<file path="src/rtl/pfxdec_ram.sv">
// Generic single-write, single-read RAM with a registered read port.
// Used for the decoder's code table; no dependencies.
`timescale 1ns / 1ps
`default_nettype none

module pfxdec_ram #(
    parameter int WIDTH = 8,
    parameter int DEPTH = 256
) (
    input  wire logic                     i_clk,
    input  wire logic                     i_we,
    input  wire logic [$clog2(DEPTH)-1:0] i_waddr,
    input  wire logic [WIDTH-1:0]         i_wdata,
    input  wire logic [$clog2(DEPTH)-1:0] i_raddr,
    output logic      [WIDTH-1:0]         o_rdata
);

    logic [WIDTH-1:0] r_mem [DEPTH];

    always_ff @(posedge i_clk) begin
        if (i_we) begin
            r_mem[i_waddr] <= i_wdata;
        end
        o_rdata <= r_mem[i_raddr];
    end

endmodule

`default_nettype wire

</file>
<file path="config.mk">
export PLATFORM = sky130hd
export DESIGN_NAME = pfxdec_ram
export DESIGN_NICKNAME = d
export VERILOG_FILES = /design/src/rtl/pfxdec_ram.sv
export SDC_FILE = /design/constraint.sdc
export NUM_CORES = 2
export LEC_CHECK = 0
export BUFFER_PORTS_ARGS = -buffer_cell sky130_fd_sc_hd__clkbuf_2
export CORE_UTILIZATION = 55
export DETAILED_ROUTE_END_ITERATION = 8
export PLACE_DENSITY = 0.71
export SETUP_SLACK_MARGIN = 0.3
export SKIP_CTS_REPAIR_TIMING = 1
export SLEW_MARGIN = 20
export SYNTH_ARGS = -nofsm -noshare
export SYNTH_HDL_FRONTEND = slang
export SYNTH_SLANG_ARGS = --single-unit
</file>
<file path="constraint.sdc">
create_clock -name i_clk -period 6 [get_ports i_clk]
set_clock_uncertainty 0.1 [all_clocks]
set_input_delay 0.6 -clock i_clk [delete_from_list [all_inputs] [get_ports i_clk]]
set_output_delay 0.6 -clock i_clk [all_outputs]
set_load 0.01 [all_outputs]
</file>
==> flow_summary_export.csv <==
group,metric,value,unit
placement,port_buffers,33,
placement,pre_cts_ws,1.55,ns
sta,tns,0,ns
synth,ys_ff_latch,2056,
power,leakage,0.0270,µW
global_routing,antenna_found_initial,8,
die,row_count,139,
power,p_comb_frac,0.047,
sta,finalMaxSlewViolations,0,
setup_path,crit_arrival,4.27,ns
sta,post-route-worst-setup-slack,2.29,ns
clock_network,cts_tree,"built",
synth,syn-num-nets,3759,
clock_network,cts_root_buf,"clkbuf_16",
setup_path,endpoint_kind,"register",
setup_path,worstPathCellList,"buf_8, buf_12, nand3b_1, o22ai_1, o21ai_0, nand3_1, nor4_1, nor4_2",
power,power_frac_clock,0.417,
sta,hold_violations,0,
finish,area_delta_synth_final,10.6,%
synth,synth.top_cell.area_share,0.773,
detailed_routing,ant_nets,0,
detailed_routing,drtPass1Iterations,6,
worst_hold_path,hp-class,"in -> reg",
clock_network,htreeDepth,4,
global_routing,use_met1,0.379,
global_routing,overflow,0,
clock_network,clk_latency,0.83,ns
die,fp.coreArea,0.143,mm²
setup_path,r2r_slack,3.13,ns
placement,dp.cells,5518,
synth,ys_async_sr_fraction,0,
die,initial_core_util,0.554,
die,die_w,382,µm
global_routing,gr-usage-met3,0.0586,
synth,synth_edf_count,2048,
placement,placed_area,0.0816,mm²
synth,syn-cell-area,0.0796,mm²
placement,place_congestion,0.881,
synth,avgSynthCellArea,21.3,µm²
power,ir_worst_vdd,0.000274,V
detailed_routing,via_count,39226,
setup_path,worstPathRequired,6.56,ns
power,netSwitchingFraction,0.213,
global_routing,grt_util_met2,0.402,
sta,fmax,270,MHz
detailed_routing,drtIter0Drc,5734,
global_routing,grt_pass1_wl,274000,µm
power,power_density,336,mW/mm²
detailed_routing,drcViolationCount,0,
power,p_int,23300,µW
detailed_routing,via_per_inst,6.67,
power,p_sw,6290,µW
clock_network,clockBufferDepth,3,
finish,fin_cells,5879,
finish,final_nets,3838,
synth,synth-seq-area-share,0.775,
setup_path,crit_path_start_kind,"input port",
clock_network,cts_buffers,195,
global_routing,grt_pass1_vias,38726,
setup_path,cp_slowest_stage_delay,1.09,ns
outcome,outcome,"complete, no violations",
synth,postSynthCellCount,3733,
flow_run,maxCapViolCount,0,
die,die_area,0.146,mm²
sta,slew_headroom,0.152,
synth,yosysMostFrequentCell,"edfxtp_1",
die,ios,34,
setup_path,path_buf_inv,2,
finish,nFillCells,9708,
sta,rsz0062_at_grt,"false",
global_routing,grt_max_degree,198,
power,seqPwrFrac,0.536,
synth,synthTopCellsByArea,"edfxtp_1 (77%), mux4_2 (13%), mux2i_1 (1.7%)",
detailed_routing,wl_per_cell,32.3,µm
placement,dp_hpwl,113000,µm
synth,synth.distinct_cells,55,
setup_path,cp_top_family,"simple AND/OR/NAND/NOR gates",
setup_path,slowest_stage,"nor4_1",
setup_path,critPathMaxFanout,75,
global_routing,top_usage_layer,"met2",
synth,dominantRegCellSynth,"edfxtp_1",
sta,finalSetupViolCount,0,
synth,ys.warnings.count,0,
finish,stdcell_area,0.0880,mm²
clock_network,cts_sinks,2056,
die,die_h,382,µm
sta,period_minus_slack,3.71,ns
global_routing,grt.total_usage,0.262,
sta,period_share,0.618,
finish,layout-drive-gt1-share,0.220,
synth,synth_top_area_cell,"edfxtp_1",
synth,ys_top_cells_by_count,"edfxtp_1 (2048), mux4_2 (454), nor2_1 (282), mux2i_1 (134), a22oi_1 (133)",
detailed_routing,routed_wl,190000,µm
sta,tightest_slew,1.26,ns
clock_network,clk_pin_slew,0.06,ns
setup_path,path_class,"in -> reg",
-- per-stage QoR --
stage / hold slack (ns) / total power, µW / utilization
finish: 0.152 / 29600 / 0.613
global route: 0.157 / 30300 / 0.613
CTS: 0.152 / 29700 / 0.613
detailed placement: 0.866 / 17500 / 0.569
global placement: 0.835 / 17500 / 0.569
floorplan: 0.599 / 16900 / -
-- power by group through the flow --
| stage | Clock [µW] | Sequential, µW | Combinational [µW] |
|---|---|---|---|
| 6_report | 12300 | 15900 | 1380 |
| 4_1_cts | 12400 | 15900 | 1370 |
| 3_5_place_dp | 0 | 16200 | 1370 |
| 2_1_floorplan | 0 | 16200 | 769 |
| 5_1_grt | 13000 | 15900 | 1440 |
| 3_3_place_gp | 0 | 16200 | 1350 |
-- cell usage in the layout (no fill, tap or decap), types with 32 or more instances in the layout --
cell	Yosys	final
buf_4	27	69
clkbuf_16	0	197
nor2_1	282	279
clkinv_2	0	34
clkbuf_1	111	34
a22oi_1	133	133
a21oi_1	96	96
mux2i_1	134	134
edfxtp_1	2048	2048
nand2_1	33	32
clkinv_1	1	46
o221ai_1	46	46
nand3_1	34	34
mux4_2	454	454
-- metal layers --
layer  share of wire  vias to the layer above
met1            0.39                    20656
met4           0.031                        6
met3            0.10                      330
met5         0.00021                        -
met2            0.47                     2344
li1                -                    15890
-- logic make-up after synthesis --
kind of cell / synth area share
buffers and inverters: 0.0183
AND/OR/NAND/NOR: 0.0263
multiplexers: 0.146
AO/OA/AOI/OAI: 0.0342
flip-flops: 0.775
-- layout make-up --
| cell class | count | area [µm²] | share of cell area |
|---|---|---|---|
| diodes | 1 | 2.50 | 0.0000284 |
| clock buffers | 231 | 5060 | 0.0575 |
| clock inverters | 129 | 1340 | 0.0152 |
| inverters | 2 | 7.51 | 0.0000853 |
| multi-input cells | 1442 | 16500 | 0.188 |
| flip-flops and latches | 2056 | 61700 | 0.701 |
| well taps | 1903 | 2380 | 0.0271 |
| repair buffers | 115 | 1050 | 0.0120 |
-- sequential cells by signal (all words and copies together) (netlist names) --
signal / flops
o_rdata: 8
r_mem: 2048
-- worst paths after layout --
path                start           end  cells past startpoint
max            i_raddr[1]    o_rdata[2]                      8
min            i_wdata[0]  r_mem[87][0]                      1
max reg2reg  r_mem[82][5]    o_rdata[5]                      6
min reg2reg  r_mem[33][5]    o_rdata[5]                      6
-- worst reg2reg max path, stage by stage (launching register included) --
cell and delay [ns]:
edfxtp_1 0.36, mux4_2 0.46, a22o_1 0.28, a221oi_1 0.71, o32ai_1 0.21, nor3_1 0.49, nor4_1 0.13
Note: power is estimated with default switching activity, not from simulation.
